## config.mk

```make
export PLATFORM = sky130hd
export DESIGN_NAME = bar_graph_frame_builder_top
export DESIGN_NICKNAME = d
export VERILOG_FILES = /design/src/hdl/bgfb_pkg.sv /design/src/hdl/bgfb_level_store.sv /design/src/hdl/bar_graph_frame_builder_top.sv
export SDC_FILE = /design/constraint.sdc
export NUM_CORES = 1
export LEC_CHECK = 0
export BUFFER_PORTS_ARGS = -buffer_cell sky130_fd_sc_hd__buf_4
export CAP_MARGIN = 20
export CORE_MARGIN = 10
export CORE_UTILIZATION = 40
export DETAILED_ROUTE_END_ITERATION = 7
export HOLD_SLACK_MARGIN = 0.15
export PLACE_DENSITY = 0.66
export SLEW_MARGIN = 10
export SYNTH_ARGS = -nofsm -noshare
export SYNTH_HDL_FRONTEND = slang
export SYNTH_SLANG_ARGS = --single-unit
```

## constraint.sdc

```tcl
create_clock -name clock -period 6.4 [get_ports clock]
set_input_delay 0 -clock clock [delete_from_list [all_inputs] [get_ports clock]]
set_output_delay 0 -clock clock [all_outputs]
set_load 0.005 [all_outputs]
```

## src/hdl/bgfb_pkg.sv

```systemverilog
// ----------------------------------------------------------------------------
// Bar graph frame builder package
// Op codes, command words, the level store request types and the helper
// functions that turn a bar level into a display byte.
// ----------------------------------------------------------------------------
package bgfb_pkg;

   // Bar store geometry.
   localparam int NumBars  = 16;
   localparam int BarIdxW  = $clog2(NumBars);
   localparam int LevelW   = 5;

   // Request field widths.
   localparam int OpW      = 3;
   localparam int AmountW  = 8;
   localparam int WordW    = 16;

   // Op codes carried in a request.
   localparam logic [OpW-1:0] OP_SET_LEVEL     = 3'd0;
   localparam logic [OpW-1:0] OP_REFRESH       = 3'd1;
   localparam logic [OpW-1:0] OP_SET_INTENSITY = 3'd2;
   localparam logic [OpW-1:0] OP_TEST_ON       = 3'd3;
   localparam logic [OpW-1:0] OP_TEST_OFF      = 3'd4;
   localparam logic [OpW-1:0] OP_INIT          = 3'd5;

   // Limits and command words.
   localparam logic [LevelW-1:0]  MAX_LEVEL     = 5'd16;
   localparam logic [AmountW-1:0] MAX_INTENSITY = 8'd15;
   localparam logic [7:0]         REG_INTENSITY = 8'h0A;
   localparam logic [WordW-1:0]   CMD_TEST_ON   = 16'h0F01;
   localparam logic [WordW-1:0]   CMD_TEST_OFF  = 16'h0F00;

   // Start-up sequence: decode mode, intensity, scan limit, shutdown off.
   localparam logic [WordW-1:0] INIT_SEQ [4] = '{16'h0900, 16'h0A0F, 16'h0B07, 16'h0C01};

   // Write request into the level store.
   typedef struct packed {
      logic              en;
      logic [BarIdxW-1:0] addr;
      logic [LevelW-1:0]  level;
   } lvl_wr_type;

   // Read request into the level store.
   typedef struct packed {
      logic              en;
      logic [BarIdxW-1:0] addr;
   } lvl_rd_type;

   // Thermometer mask of a level: the low "level" bits set.
   function automatic logic [15:0] thermo_mask(input logic [LevelW-1:0] level);
      logic [16:0] t;
      t = (17'd1 << level) - 17'd1;
      return t[15:0];
   endfunction

   // Mirror the bit order of a byte.
   function automatic logic [7:0] flip_byte(input logic [7:0] b);
      logic [7:0] r;
      for (int i = 0; i < 8; i++) begin
         r[i] = b[7-i];
      end
      return r;
   endfunction

   // Bar that feeds a word slot of a row. Slots 0 and 1 take bars 7-k and
   // 15-k, slots 2 and 3 take bars k+8 and k.
   function automatic logic [BarIdxW-1:0] slot_bar(input logic [2:0] row,
                                                   input logic [1:0] slot);
      logic [BarIdxW-1:0] a;
      unique case (slot)
         2'd0:    a = {1'b0, ~row};
         2'd1:    a = {1'b1, ~row};
         2'd2:    a = {1'b1, row};
         default: a = {1'b0, row};
      endcase
      return a;
   endfunction

   // Display byte of a slot: high byte of the mask for the first two slots,
   // the mirrored low byte for the last two.
   function automatic logic [7:0] slot_byte(input logic [1:0] slot,
                                            input logic [LevelW-1:0] level);
      logic [15:0] m;
      m = thermo_mask(level);
      return slot[1] ? flip_byte(m[7:0]) : m[15:8];
   endfunction

endpackage

```

## src/hdl/bgfb_level_store.sv

```systemverilog
// ----------------------------------------------------------------------------
// Bar level store
// Synchronous memory of bar levels with a registered read. Valid
// bits cleared by reset make unwritten bars read as level zero.
// ----------------------------------------------------------------------------
module bgfb_level_store (
   input  logic                        clock,
   input  logic                        reset,
   input  bgfb_pkg::lvl_wr_type        wr,
   input  bgfb_pkg::lvl_rd_type        rd,
   output logic [bgfb_pkg::LevelW-1:0] rd_level
);
   import bgfb_pkg::*;

   logic [LevelW-1:0]  level_mem [NumBars];
   logic [NumBars-1:0] valid_ff;
   logic [LevelW-1:0]  mem_q_ff;
   logic               valid_q_ff;

   // Memory array: one write port, one registered read port.
   always_ff @(posedge clock) begin
      if (wr.en) begin
         level_mem[wr.addr] <= wr.level;
      end
      if (rd.en) begin
         mem_q_ff   <= level_mem[rd.addr];
         valid_q_ff <= valid_ff[rd.addr];
      end
   end

   // Per-entry valid bits, cleared at once by reset.
   always_ff @(posedge clock) begin
      if (reset) begin
         valid_ff <= '0;
      end else if (wr.en) begin
         valid_ff[wr.addr] <= 1'b1;
      end
   end

   // An entry never written reads as level zero.
   assign rd_level = valid_q_ff ? mem_q_ff : '0;

endmodule

```

## src/hdl/bar_graph_frame_builder_top.sv

```systemverilog
// Single-frame ops go through the send state and enter the output register once free.
// Refresh: each row frame takes four level reads, one read drain and one send, and the
// eight frames are bound by the single read port of the store.
// Set level writes the store; init sends one frame per cycle while the output drains.
// Reset is synchronous and clears the sequencer, the output register and all bar
// levels (valid bits), so every bar reads as zero afterward.
// ----------------------------------------------------------------------------
// Bar graph frame builder
// Keeps sixteen bar levels and builds 64-bit command frames for a chain of
// four LED matrix drivers: eight row frames per refresh, plus intensity,
// display test and start-up command frames.
// ----------------------------------------------------------------------------
module bar_graph_frame_builder_top (
   input  logic        clock,
   input  logic        reset,
   // Request channel.
   input  logic        req_tvalid,
   output logic        req_tready,
   input  logic [15:0] req_tdata,  // op[2:0], bar_index[6:3], amount[14:7], zero[15]
   // Result channel.
   output logic        rsp_tvalid,
   input  logic        rsp_tready,
   output logic [63:0] rsp_tdata,  // word_first, word_second, word_third, word_fourth
   output logic [1:0]  rsp_tuser,  // frame_valid[0], bad_value[1]
   output logic        rsp_tlast
);
   import bgfb_pkg::*;

   typedef enum logic [1:0] {ST_IDLE, ST_FETCH, ST_DRAIN, ST_SEND} state_type;
   typedef enum logic [1:0] {MODE_REFRESH, MODE_INIT, MODE_SINGLE} mode_type;

   // Request fields.
   logic [OpW-1:0]     req_op;
   logic [BarIdxW-1:0] req_bar_index;
   logic [AmountW-1:0] req_amount;
   logic               accept;
   logic               out_free;

   assign req_op        = req_tdata[2:0];
   assign req_bar_index = req_tdata[6:3];
   assign req_amount    = req_tdata[14:7];

   // Sequencer and frame registers.
   state_type         state_ff, state_in;
   mode_type          mode_ff, mode_in;
   logic [2:0]        row_ff, row_in;
   logic [1:0]        slot_ff, slot_in;
   logic [1:0]        step_ff, step_in;
   logic              cap_valid_ff, cap_valid_in;
   logic [1:0]        cap_slot_ff, cap_slot_in;
   logic [WordW-1:0]  pend_word_ff [4];
   logic [WordW-1:0]  pend_word_in [4];
   logic              pend_frame_ff, pend_frame_in;
   logic              pend_bad_ff, pend_bad_in;
   logic              rsp_tvalid_ff, rsp_tvalid_in;
   logic [WordW-1:0]  rsp_word_ff [4];
   logic [WordW-1:0]  rsp_word_in [4];
   logic              rsp_frame_ff, rsp_frame_in;
   logic              rsp_bad_ff, rsp_bad_in;
   logic              rsp_last_ff, rsp_last_in;

   // Level store interface.
   lvl_wr_type        lvl_wr;
   lvl_rd_type        lvl_rd;
   logic [LevelW-1:0] rd_level;
   logic [WordW-1:0]  intensity_word;
   logic [3:0]        row_num;

   assign req_tready = (state_ff == ST_IDLE);
   assign accept     = req_tvalid && req_tready;
   assign out_free   = !rsp_tvalid_ff || rsp_tready;

   // A set_level request writes the store directly, saturated at full scale.
   assign lvl_wr.en    = accept && (req_op == OP_SET_LEVEL);
   assign lvl_wr.addr  = req_bar_index;
   assign lvl_wr.level = (req_amount > 8'(MAX_LEVEL)) ? MAX_LEVEL : req_amount[LevelW-1:0];

   // One level read per fetch cycle.
   assign lvl_rd.en   = (state_ff == ST_FETCH);
   assign lvl_rd.addr = slot_bar(row_ff, slot_ff);

   bgfb_level_store u_level_store (
      .clock    (clock),
      .reset    (reset),
      .wr       (lvl_wr),
      .rd       (lvl_rd),
      .rd_level (rd_level)
   );

   assign intensity_word = {REG_INTENSITY, 3'b000, req_amount[3:0], 1'b1};
   assign row_num        = 4'(row_ff) + 4'd1;

   // Next-state and datapath logic.
   always_comb begin
      state_in      = state_ff;
      mode_in       = mode_ff;
      row_in        = row_ff;
      slot_in       = slot_ff;
      step_in       = step_ff;
      pend_word_in  = pend_word_ff;
      pend_frame_in = pend_frame_ff;
      pend_bad_in   = pend_bad_ff;
      rsp_tvalid_in = rsp_tvalid_ff && !rsp_tready;
      rsp_word_in   = rsp_word_ff;
      rsp_frame_in  = rsp_frame_ff;
      rsp_bad_in    = rsp_bad_ff;
      rsp_last_in   = rsp_last_ff;
      cap_valid_in  = (state_ff == ST_FETCH);
      cap_slot_in   = slot_ff;

      // Level read returned: place its byte, prefixed with the row number.
      if (cap_valid_ff) begin
         pend_word_in[cap_slot_ff] = {4'b0000, row_num, slot_byte(cap_slot_ff, rd_level)};
      end

      unique case (state_ff)
         ST_IDLE: begin
            if (accept) begin
               unique case (req_op)
                  OP_REFRESH: begin
                     mode_in       = MODE_REFRESH;
                     row_in        = '0;
                     slot_in       = '0;
                     pend_frame_in = 1'b1;
                     pend_bad_in   = 1'b0;
                     state_in      = ST_FETCH;
                  end
                  OP_SET_INTENSITY: begin
                     mode_in  = MODE_SINGLE;
                     state_in = ST_SEND;
                     if (req_amount > MAX_INTENSITY) begin
                        pend_word_in  = '{4{16'h0000}};
                        pend_frame_in = 1'b0;
                        pend_bad_in   = 1'b1;
                     end else begin
                        pend_word_in  = '{4{intensity_word}};
                        pend_frame_in = 1'b1;
                        pend_bad_in   = 1'b0;
                     end
                  end
                  OP_TEST_ON: begin
                     mode_in       = MODE_SINGLE;
                     pend_word_in  = '{4{CMD_TEST_ON}};
                     pend_frame_in = 1'b1;
                     pend_bad_in   = 1'b0;
                     state_in      = ST_SEND;
                  end
                  OP_TEST_OFF: begin
                     mode_in       = MODE_SINGLE;
                     pend_word_in  = '{4{CMD_TEST_OFF}};
                     pend_frame_in = 1'b1;
                     pend_bad_in   = 1'b0;
                     state_in      = ST_SEND;
                  end
                  OP_INIT: begin
                     mode_in       = MODE_INIT;
                     step_in       = '0;
                     pend_word_in  = '{4{INIT_SEQ[0]}};
                     pend_frame_in = 1'b1;
                     pend_bad_in   = 1'b0;
                     state_in      = ST_SEND;
                  end
                  default: begin
                     // Set level is handled by the store write; unused codes do nothing.
                     state_in = ST_IDLE;
                  end
               endcase
            end
         end

         ST_FETCH: begin
            slot_in = slot_ff + 2'd1;
            if (slot_ff == 2'd3) begin
               state_in = ST_DRAIN;
            end
         end

         ST_DRAIN: begin
            // The last read of the row lands this cycle.
            state_in = ST_SEND;
         end

         ST_SEND: begin
            if (out_free) begin
               rsp_tvalid_in = 1'b1;
               rsp_word_in   = pend_word_ff;
               rsp_frame_in  = pend_frame_ff;
               rsp_bad_in    = pend_bad_ff;
               unique case (mode_ff)
                  MODE_REFRESH: begin
                     rsp_last_in = (row_ff == 3'd7);
                     if (row_ff == 3'd7) begin
                        state_in = ST_IDLE;
                     end else begin
                        row_in   = row_ff + 3'd1;
                        slot_in  = '0;
                        state_in = ST_FETCH;
                     end
                  end
                  MODE_INIT: begin
                     rsp_last_in = (step_ff == 2'd3);
                     if (step_ff == 2'd3) begin
                        state_in = ST_IDLE;
                     end else begin
                        step_in      = step_ff + 2'd1;
                        pend_word_in = '{4{INIT_SEQ[step_ff + 2'd1]}};
                     end
                  end
                  default: begin
                     rsp_last_in = 1'b1;
                     state_in    = ST_IDLE;
                  end
               endcase
            end
         end

         default: begin
            state_in = ST_IDLE;
         end
      endcase
   end

   // State and registered outputs.
   always_ff @(posedge clock) begin
      if (reset) begin
         state_ff      <= ST_IDLE;
         mode_ff       <= MODE_SINGLE;
         row_ff        <= '0;
         slot_ff       <= '0;
         step_ff       <= '0;
         cap_valid_ff  <= 1'b0;
         rsp_tvalid_ff <= 1'b0;
      end else begin
         state_ff      <= state_in;
         mode_ff       <= mode_in;
         row_ff        <= row_in;
         slot_ff       <= slot_in;
         step_ff       <= step_in;
         cap_valid_ff  <= cap_valid_in;
         rsp_tvalid_ff <= rsp_tvalid_in;
      end
      cap_slot_ff   <= cap_slot_in;
      pend_word_ff  <= pend_word_in;
      pend_frame_ff <= pend_frame_in;
      pend_bad_ff   <= pend_bad_in;
      rsp_word_ff   <= rsp_word_in;
      rsp_frame_ff  <= rsp_frame_in;
      rsp_bad_ff    <= rsp_bad_in;
      rsp_last_ff   <= rsp_last_in;
   end

   // Result channel outputs.
   assign rsp_tvalid = rsp_tvalid_ff;
   assign rsp_tdata  = {rsp_word_ff[3], rsp_word_ff[2], rsp_word_ff[1], rsp_word_ff[0]};
   assign rsp_tuser  = {rsp_bad_ff, rsp_frame_ff};
   assign rsp_tlast  = rsp_last_ff;

endmodule

```

# == Word-level counts from Yosys, hierarchy flattened ==
# Memories as Yosys holds them, arrays and structs flattened. A register that Yosys moved wholly into a read port is not among the register bits.
# Cells that the tools add are included.
# totals
word_cells,150
input_bits,20
mem_bits_rw,80
output_inout_bits,69
n_memories,1
romBits,0
regBits,165
latchBits,0
# memory_table
memory,words,word_bits,rd,rd_clocked_by_memory_dff,write_ports,line_no,rtl
u_level_store.level_mem,16,5,1,1,1,bgfb_level_store.sv:15,logic [LevelW-1:0] level_mem [NumBars];
# classes
magnitude_cmp,8
eq_ne,24
n_mux,58
div,0
add_sub_neg,5
bitwise_logic,4
n_mul,0
reduce_logical,26
shifts,1
# op_table
cell,count
$mux W64,5
$pmux W64 S4,1
$pmux W64 S2,1
$bwmux W64,1
$mux W60,1
$mux W16,3
$bmux W16 S2,1
$demux W16 S2,1
$mux W2,14
$reduce_and A6 Y1,3
$or A16 B16 Y16,1
$shl A1 B5 Y16 const A,1
$sub A16 B1 Y16 const B,1
$mux W3,5
$pmux W2 S2,3
$pmux W2 S3,2
$pmux W4 S3,1
$eq A2 B2 Y1 const B,5
$lt A4 B5 Y1 const B,2
$mux W5,2
$ne A2 B1 Y1 const B,5
$eq A3 B3 Y1 const B,3
$mux W1,9
$gt A8 B4 Y1 const B,1
32 further kinds,54

# == Depth between registers and ports, before layout ==
# Gate-level depths: netlist of the first run.
# depth
depth_word,11
depth_mapped,11

# == Hierarchy ==
# From an unflattened synthesis of the first run, not the netlist that was laid out.
# unflattened
cells_unflattened,741
hier_area_um2,10084.7
# by_module_without_submodules
module,seq_area_each_um2,instances,cells_per_inst,area_each_um2
bar_graph_frame_builder_top,3653.5,1,515,6042.0
bgfb_level_store,2902.8,1,226,4042.6

# == Worst setup path after synthesis of the first run ==
# No wires, ideal clock.
# synth_path
kind,register -> register
from,register state_ff[0]
to,"register rsp_bad_ff, enable pin"
path_slack_ns,2.325
n_path_buf,1
setup_ns,0.493
stages_incl_launch_ff,5
t_arrival_ns,3.582
path_cell_list,dfxtp_1 ha_1 buf_2 inv_1 nor2_1
# synth_between
elab_chain_len,2
# synth_lines
item,line_no,rtl
"start, declared",bar_graph_frame_builder_top.sv:44,"state_type state_ff, state_in;"
"start signal, assigned",bar_graph_frame_builder_top.sv:234,state_ff <= state_in;
$eq A2 B2 Y1,bar_graph_frame_builder_top.sv:116,unique case (state_ff)
$reduce_and A2 Y1 (no source line),n/a,
"end signal, assigned",bar_graph_frame_builder_top.sv:248,rsp_bad_ff <= rsp_bad_in;
"end, declared",bar_graph_frame_builder_top.sv:59,"logic rsp_bad_ff, rsp_bad_in;"
# No other way between the ends.
# A chain may end at the register's enable or synchronous reset.

# == Worst setup path in the final report of the first run ==
# layout_path
from,register state_ff[1]
to,register u_level_store.valid_ff[13]
# layout_between
elab_chain_len,3
# layout_lines
item,line_no,rtl
$logic_not A2 Y1,bar_graph_frame_builder_top.sv:69,assign req_tready = (state_ff == ST_IDLE);
$logic_and A1 B1 Y1,bar_graph_frame_builder_top.sv:70,assign accept = req_tvalid && req_tready;
$logic_and A1 B1 Y1,bar_graph_frame_builder_top.sv:74,assign lvl_wr.en = accept && (req_op == OP_SET_LEVEL);
"end signal, assigned",bgfb_level_store.sv:34,valid_ff <= '0;
"end signal, assigned by index",bgfb_level_store.sv:36,valid_ff[wr.addr] <= 1'b1;
"end, declared",bgfb_level_store.sv:16,logic [NumBars-1:0] valid_ff;
# No other way between the ends.

==> flow_metrics.env, run 1 <==
export IMPL_status="finished, final reports clean"
export IMPL_avgSynthCellArea_um2=13.10
export IMPL_synth_edff_count=155
export IMPL_worstReg2RegStart="state_ff[1]"
export IMPL_coreArea_um2=24460
export IMPL_grt_pass1_wl_um=33950
export IMPL_peakVddDrop_v=0.0002139
export IMPL_drive_gt1_share_pct=19.68
export IMPL_grt_pass1_vias=6041
export IMPL_clock_path_buffers=3
export IMPL_fill_cells=2191
export IMPL_power_leakage_nw=4.368
export IMPL_multi_input_area_um2=3189
export IMPL_start_util_pct=40.86
export IMPL_rows=57
export IMPL_hold_path_class="in -> reg"
export IMPL_rsz0062_at_grt="no"
export IMPL_gr_usage_all_layers_pct=13.36
export IMPL_postCtsSetupBuffers=0
export IMPL_crit_type="reg -> reg"
export IMPL_crit_path_start_kind="flop"
export IMPL_worstMarginPinSlew_ns=0.9353
export IMPL_drc=0
export IMPL_die_h_um=178.1
export IMPL_min_period_over_period_pct=49.33
export IMPL_antenna_found_initial=0
export IMPL_max_slew_margin_pct=37.41
export IMPL_crit_path_start="state_ff[1]"
export IMPL_vias_per_cell=5.277
export IMPL_syn_nets=798
export IMPL_clk_pin_slew_ns=0.07
export IMPL_clk_latency_ns=0.53
export IMPL_reg2reg_depth=8
export IMPL_rr_endpoint="u_level_store.valid_ff[13]"
export IMPL_finalCriticalPeriod_ns=3.157
export IMPL_routed_wl_um=21830
export IMPL_final_cells=1203
export IMPL_endpoint_kind="flop"
export IMPL_postCtsResizedCells=0
export IMPL_cts_hold_buf=22
export IMPL_cts_root_buf="clkbuf_16"
export IMPL_drt_first_pass_iters=5
export IMPL_ios=89
export IMPL_drv_slew=0
export IMPL_fp_dieArea_um2=31710
export IMPL_drt_iter0_markers=432
export IMPL_dpl_cell_count=1133
export IMPL_netlist_area_um2=9996
export IMPL_synth_seq_area_share_pct=65.59
export IMPL_seq_area_um2=6556
export IMPL_hpwlAfterDp_um=14460
export IMPL_gr_total_overflow=0
export IMPL_cts_tree="yes"
export IMPL_hold_viol=0
export IMPL_n_antenna_cell=0
export IMPL_layout_nets=895
export IMPL_worstPathRequired_ns=6.86
export IMPL_synthCells=763
export IMPL_die_width_um=178.1
export IMPL_finalSetupViolCount=0
export IMPL_max_freq_mhz=316.8
export IMPL_endpoint="u_level_store.valid_ff[13]"
export IMPL_wl_per_cell_um=18.15
export IMPL_cts_made_buffers=25
export IMPL_synth_ff_type="edfxtp_1"
export IMPL_portBuffers=87
export IMPL_cts_htree_levels=1
export IMPL_area_growth_pct=19.86
export IMPL_ant_nets=0
export IMPL_async_flop_share_pct=0
export IMPL_cap_violations=0
export IMPL_clock_skew_final_ns=0.02184
export IMPL_grt_max_degree=37
export IMPL_num_vias=6348
export IMPL_setup_tns_ns=0
export IMPL_worstPathMaxFanout=20
export IMPL_pwr_density_cell_nw_per_um2=361.4
export IMPL_clock_sinks=250
export IMPL_cp_arrival_ns=3.62
export IMPL_r2r_slack_ns=3.24
export IMPL_ys_seq_elements=250
export IMPL_synth_cell_type_count=61
export IMPL_yosysWarnings=0
export IMPL_place_gp_congestion=0.8416
-- power breakdown --
| part | internal, W | total [W] | switching [W] |
|---|---|---|---|
| combinational | 0.000335 | 0.000870 | 0.000535 |
| sequential | 0.00189 | 0.00198 | 0.0000985 |
| clock | 0.000882 | 0.00148 | 0.000594 |
-- cell families (layout without fill, tap and decap cells) --
| group | count (synthesis) | after routing | share of synthesized area [%] |
|---|---|---|---|
| and+or+nand+nor | 227 | 227 | 11.89 |
| adders and majority gates | 15 | 15 | 1.878 |
| DFF | 250 | 250 | 65.59 |
| AOI/OAI and AO/OA | 160 | 160 | 9.576 |
| xor gates and xnor gates | 2 | 2 | 0.1753 |
| buffers and inverters | 59 | 175 | 2.654 |
| muxes | 50 | 50 | 8.236 |
-- critical path: stages (launching register included) --
cell and delay (ns):
dfxtp_1 0.33, inv_1 0.10, ha_1 0.67, nand3_1 0.27, nor3b_1 0.27, dlygate4sd3_1 0.70, a31oi_1 0.11, dlygate4sd3_1 0.56
nor2_1 0.08
-- per-layer routing --
| metal | wire length, um | GRT usage, % |
|---|---|---|
| met1 | 9827 | 18.26 |
| met2 | 9892 | 20.92 |
| met3 | 1509 | 3.066 |
| met4 | 602 | 3.612 |
| met5 | 0 | 0 |
-- worst min-delay path by stage --
stage / slack [ns] / endpoint / startpoint / cells past startpoint
6_report: 0.22 / u_level_store.level_mem[0][0] / req_tdata[12] / 3
5_1_grt: 0.26 / u_level_store.level_mem[0][0] / req_tdata[14] / 3
4_1_cts: 0.22 / u_level_store.level_mem[3][0] / req_tdata[12] / 3
3_5_place_dp: 0.34 / mode_ff[1] / req_tdata[1] / 3
3_3_place_gp: 0.32 / mode_ff[1] / req_tdata[1] / 3
2_1_floorplan: 0.17 / pend_word_ff[17] / req_tdata[7] / 2
-- final cells by class --
| class | instances | area share, % |
|---|---|---|
| Timing Repair Buffer | 114 | 7.769 |
| Clock buffer | 37 | 6.182 |
| Multi-Input combinational cell | 454 | 26.62 |
| Inverter | 15 | 0.4699 |
| Clock inverter | 9 | 0.8563 |
| Tap cell | 324 | 3.383 |
| Sequential cell | 250 | 54.72 |
-- per-stage QoR --
stage / power, W / instance area (um^2) / setup slack, ns / util (%) / hold slack [ns]
2_1_floorplan: 0.002587 / 9996 / 2.325 / - / 0.1716
3_3_place_gp: 0.002857 / 10880 / 3.346 / 44.49 / 0.3215
3_5_place_dp: 0.002871 / 10880 / 3.308 / 44.49 / 0.3352
4_1_cts: 0.004360 / 11950 / 3.286 / 48.84 / 0.2170
5_1_grt: 0.004535 / 11980 / 3.062 / 48.98 / 0.2566
6_report: 0.004331 / 11980 / 3.243 / 48.98 / 0.2233
-- cells in the final DEF (no fill, tap or decap), types with 17 or more instances in the layout --
cell	synthesis	final
a21oi_1	54	54
nor2b_1	17	17
mux2i_1	23	23
edfxtp_1	155	155
o21ai_0	45	45
mux4_2	19	19
dlygate4sd3_1	0	22
and3_1	18	18
nand2_1	35	35
clkbuf_16	0	25
nor2_1	74	73
dfxtp_1	95	95
nand3_1	24	24
buf_4	2	90
-- state kept, by name, indices dropped and copies added, names as in the netlist, 2 cells and up --
name,flops
pend_word_ff,64
cap_slot_ff,2
row_ff,3
u_level_store.level_mem,80
u_level_store.valid_ff,16
state_ff,2
step_ff,2
cap_slot_in,2
mode_ff,2
rsp_tdata,64
u_level_store.mem_q_ff,5
-- synthesized netlist by cell type, types with 5 or more instances --
cell	count	share of area (%)
a31oi_1	12	0.75
edfxtp_1	155	47
nand3_1	24	1.2
and2_1	7	0.44
a21oi_1	54	2.7
ha_1	15	1.9
nor2b_1	17	1.1
mux4_1	5	1.3
mux4_2	19	4.3
buf_2	11	0.55
inv_1	15	0.56
o21ai_0	45	2.3
buf_1	5	0.19
nor2_1	74	2.8
nand2_1	35	1.3
clkbuf_1	23	0.86
o21a_1	9	0.68
a211oi_1	9	0.68
and3_1	18	1.1
mux2i_1	23	2.3
nor3_1	10	0.50
nand2b_1	8	0.50
dfxtp_1	95	19
nor3b_1	5	0.38
a22oi_1	8	0.60
No activity file was read; power rests on OpenSTA's default activity.
==> run 2, diff against run 1 <==
--- a/config.mk
+++ b/config.mk
@@ -5,13 +5,14 @@
 export SDC_FILE = /design/constraint.sdc
 export NUM_CORES = 1
 export LEC_CHECK = 0
+export ABC_AREA = 1
 export BUFFER_PORTS_ARGS = -buffer_cell sky130_fd_sc_hd__buf_4
 export CAP_MARGIN = 20
 export CORE_MARGIN = 10
 export CORE_UTILIZATION = 40
 export DETAILED_ROUTE_END_ITERATION = 7
 export HOLD_SLACK_MARGIN = 0.15
-export PLACE_DENSITY = 0.66
+export PLACE_DENSITY = 0.68
 export SLEW_MARGIN = 10
 export SYNTH_ARGS = -nofsm -noshare
 export SYNTH_HDL_FRONTEND = slang
==> constraint.sdc (replaced) <==
create_clock -name clock -period 2.8 [get_ports clock]
set_input_delay 0 -clock clock [delete_from_list [all_inputs] [get_ports clock]]
set_output_delay 0 -clock clock [all_outputs]
set_load 0.005 [all_outputs]
==> run 2 against run 1 <==
  * First-iteration DRC count increased by 32%
  * Combinational power increased to 6.0 times the previous value
  * Sequential cell count unchanged
  * Clock skew decreased by 0.015 ns
  * Area after synthesis increased by 3.6%
  * Critical path type unchanged
==> flow_metrics.env, run 2 <==
export IMPL_status="finished, final reports clean"
export IMPL_synth_most_common_cell="nand2_1"
export IMPL_crit_top_cell="inv_1"
export IMPL_clock_path_buffers=3
export IMPL_largest_register="u_level_store.level_mem"
export IMPL_crit_path_start="state_ff[1]"
export IMPL_netlist_area_um2=10360
export IMPL_rsz0062_at_grt="no"
export IMPL_grt_pass1_vias=7146
export IMPL_drc=0
export IMPL_drt_iter0_markers=572
export IMPL_fill_cells=2313
export IMPL_vias_per_cell=4.877
export IMPL_layout_common_cells="nand2_1 (187), edfxtp_1 (155), inv_1 (133)"
export IMPL_grt_max_degree=68
export IMPL_finalCriticalPeriod_ns=2.542
export IMPL_gr_usage_all_layers_pct=13.04
export IMPL_crit_type="reg -> reg"
export IMPL_gr_total_overflow=0
export IMPL_place_gp_congestion=0.8760
export IMPL_path_cells="inv_1 -> ha_2 -> nand2_1 -> inv_1 -> nand3_1 -> inv_1 -> nand3_1 -> nor2_1 -> dlygate4sd3_1"
export IMPL_grt_pass1_wl_um=36130
export IMPL_num_vias=7408
export IMPL_syn_nets=1083
export IMPL_slowest_stage="dlygate4sd3_1"
export IMPL_pwr_density_cell_nw_per_um2=1080
export IMPL_synth_top_area_cell="edfxtp_1"
export IMPL_start_util_pct=40.89
export IMPL_worstReg2RegStart="state_ff[1]"
export IMPL_drt_first_pass_iters=5
export IMPL_die_h_um=180.9
export IMPL_layout_nets=1204
export IMPL_holdPathStages=0
export IMPL_synth_edff_count=155
export IMPL_clk_latency_ns=0.52
export IMPL_cp_arrival_ns=2.73
export IMPL_wl_per_cell_um=14.55
export IMPL_setup_tns_ns=0
export IMPL_synth_seq_area_share_pct=63.31
export IMPL_ios=89
export IMPL_peakVddDrop_v=0.0006477
export IMPL_total_power_w=0.01360
export IMPL_cts_made_buffers=26
export IMPL_max_freq_mhz=393.4
export IMPL_clk_pin_slew_ns=0.06
export IMPL_yosysWarnings=0
export IMPL_drive_gt1_share_pct=15.14
export IMPL_async_flop_share_pct=0
export IMPL_coreArea_um2=25330
export IMPL_final_cell_area_um2=12600
export IMPL_largest_register_ffs=80
export IMPL_r2r_slack_ns=0.26
export IMPL_worstMarginPinSlew_ns=1.096
export IMPL_min_period_over_period_pct=90.77
export IMPL_yosys_area_top_type_share_pct=44.94
export IMPL_cap_violations=0
export IMPL_critPathMaxStageDelay_ns=0.73
export IMPL_avgSynthCellArea_um2=9.882
export IMPL_synth_ff_type="edfxtp_1"
export IMPL_synthTopCellsByArea="edfxtp_1 (45%), dfxtp_1 (18%), nand2_1 (6.8%), inv_1 (4.8%), nor2_1 (4.7%)"
export IMPL_n_antenna_cell=0
export IMPL_synth_cell_type_count=43
export IMPL_hold_path_class="reg -> reg"
export IMPL_finalSetupViolCount=0
export IMPL_reg2reg_depth=9
export IMPL_ys_seq_elements=250
export IMPL_die_width_um=180.9
export IMPL_max_slew_margin_pct=26.65
export IMPL_routed_wl_um=22100
export IMPL_endpoint="u_level_store.level_mem[12][3]"
export IMPL_drv_slew=0
export IMPL_clock_skew_final_ns=0.006597
export IMPL_rows=58
export IMPL_portBuffers=87
export IMPL_antenna_found_initial=0
export IMPL_worstPathRequired_ns=2.99
export IMPL_area_growth_pct=21.64
export IMPL_clock_sinks=250
export IMPL_cts_root_buf="clkbuf_16"
export IMPL_crit_path_start_kind="flop"
export IMPL_ant_nets=0
export IMPL_ys_top_cells_by_count="nand2_1 (188), edfxtp_1 (155), inv_1 (133), nor2_1 (130), dfxtp_1 (95)"
export IMPL_postCtsSetupBuffers=0
export IMPL_synthCells=1048
export IMPL_rr_endpoint="u_level_store.level_mem[12][3]"
export IMPL_cts_htree_levels=1
export IMPL_placed_area_um2=11400
export IMPL_layout_commonest_cell="nand2_1"
export IMPL_fp_dieArea_um2=32730
export IMPL_hpwlAfterDp_um=15390
export IMPL_worstPathMaxFanout=8
export IMPL_cts_tree="yes"
export IMPL_hold_viol=0
export IMPL_endpoint_kind="flop"
export IMPL_power_leakage_nw=5.105
==> run 2: worst max-delay path, delay by kind of cell, from the launching register on <==
family | cells | cell delay, ns
buffers and inverters | 4 | 1.08
AND/OR/NAND/NOR | 4 | 0.53
flip-flops | 1 | 0.32
adder cells (fa/ha/maj) | 1 | 0.28
==> run 2: where the power goes <==
group	switching [W]	leakage (nW)	internal [W]
Sequential	0.000321	2.21	0.00455
Clock	0.00138	0.432	0.00212
Combinational	0.00342	2.47	0.00182
==> run 2: layout make-up <==
cell class / count / area [um^2] / share of cell area, %
Sequential cell: 250 / 6556 / 52.05
Tap cell: 330 / 412.9 / 3.278
Clock inverter: 13 / 151.4 / 1.202
Timing Repair Buffer: 132 / 1101 / 8.741
Multi-Input combinational cell: 621 / 3122 / 24.78
Clock buffer: 35 / 735.7 / 5.840
Inverter: 138 / 518.0 / 4.112
==> run 2: worst min-delay path by stage <==
stage,start,endpoint
global placement,rsp_tready,rsp_tvalid
global route,cap_slot_in[1],cap_slot_ff[1]
finish,cap_slot_in[1],cap_slot_ff[1]
floorplan,req_tdata[10],pend_word_ff[36]
detailed placement,rsp_tready,rsp_tvalid
CTS,req_tdata[13],pend_bad_ff
==> run 2: metrics by stage <==
stage | hold slack [ns] | cells | setup WS, ns | util (%)
CTS | 0.2062 | 1517 | 0.02519 | 49.62
global route | 0.4047 | 1519 | 0.06562 | 49.74
detailed placement | 0.3367 | 1441 | 0.4463 | 45.01
floorplan | 0.2100 | 1048 | 0.3091 | -
global placement | 0.3344 | 1441 | 0.5413 | 45.01
finish | 0.3930 | 1519 | 0.2583 | 49.74
==> run 2: cell families after synthesis <==
kind of cell             share of synthesized area (%)
XOR/XNOR                                       0.08459
AO/OA/AOI/OAI                                    10.72
AND/OR/NAND/NOR                                  17.13
buffers and inverters                            6.947
adder cells (fa/ha/maj)                          1.812
flip-flops                                       63.31
==> run 2: metal layers <==
metal,global-route usage [%],part of all wire [%]
met1,16.77,45
met2,21.91,47
met3,2.557,6.3
met4,3.478,1.9
met5,0,0
==> run 2: repair_timing <==
action                                 CTS  global route
gates resized for setup                  0             5
hold buffers                            28             2
endpoints found under the hold margin  204             2
setup endpoints to repair                0             9
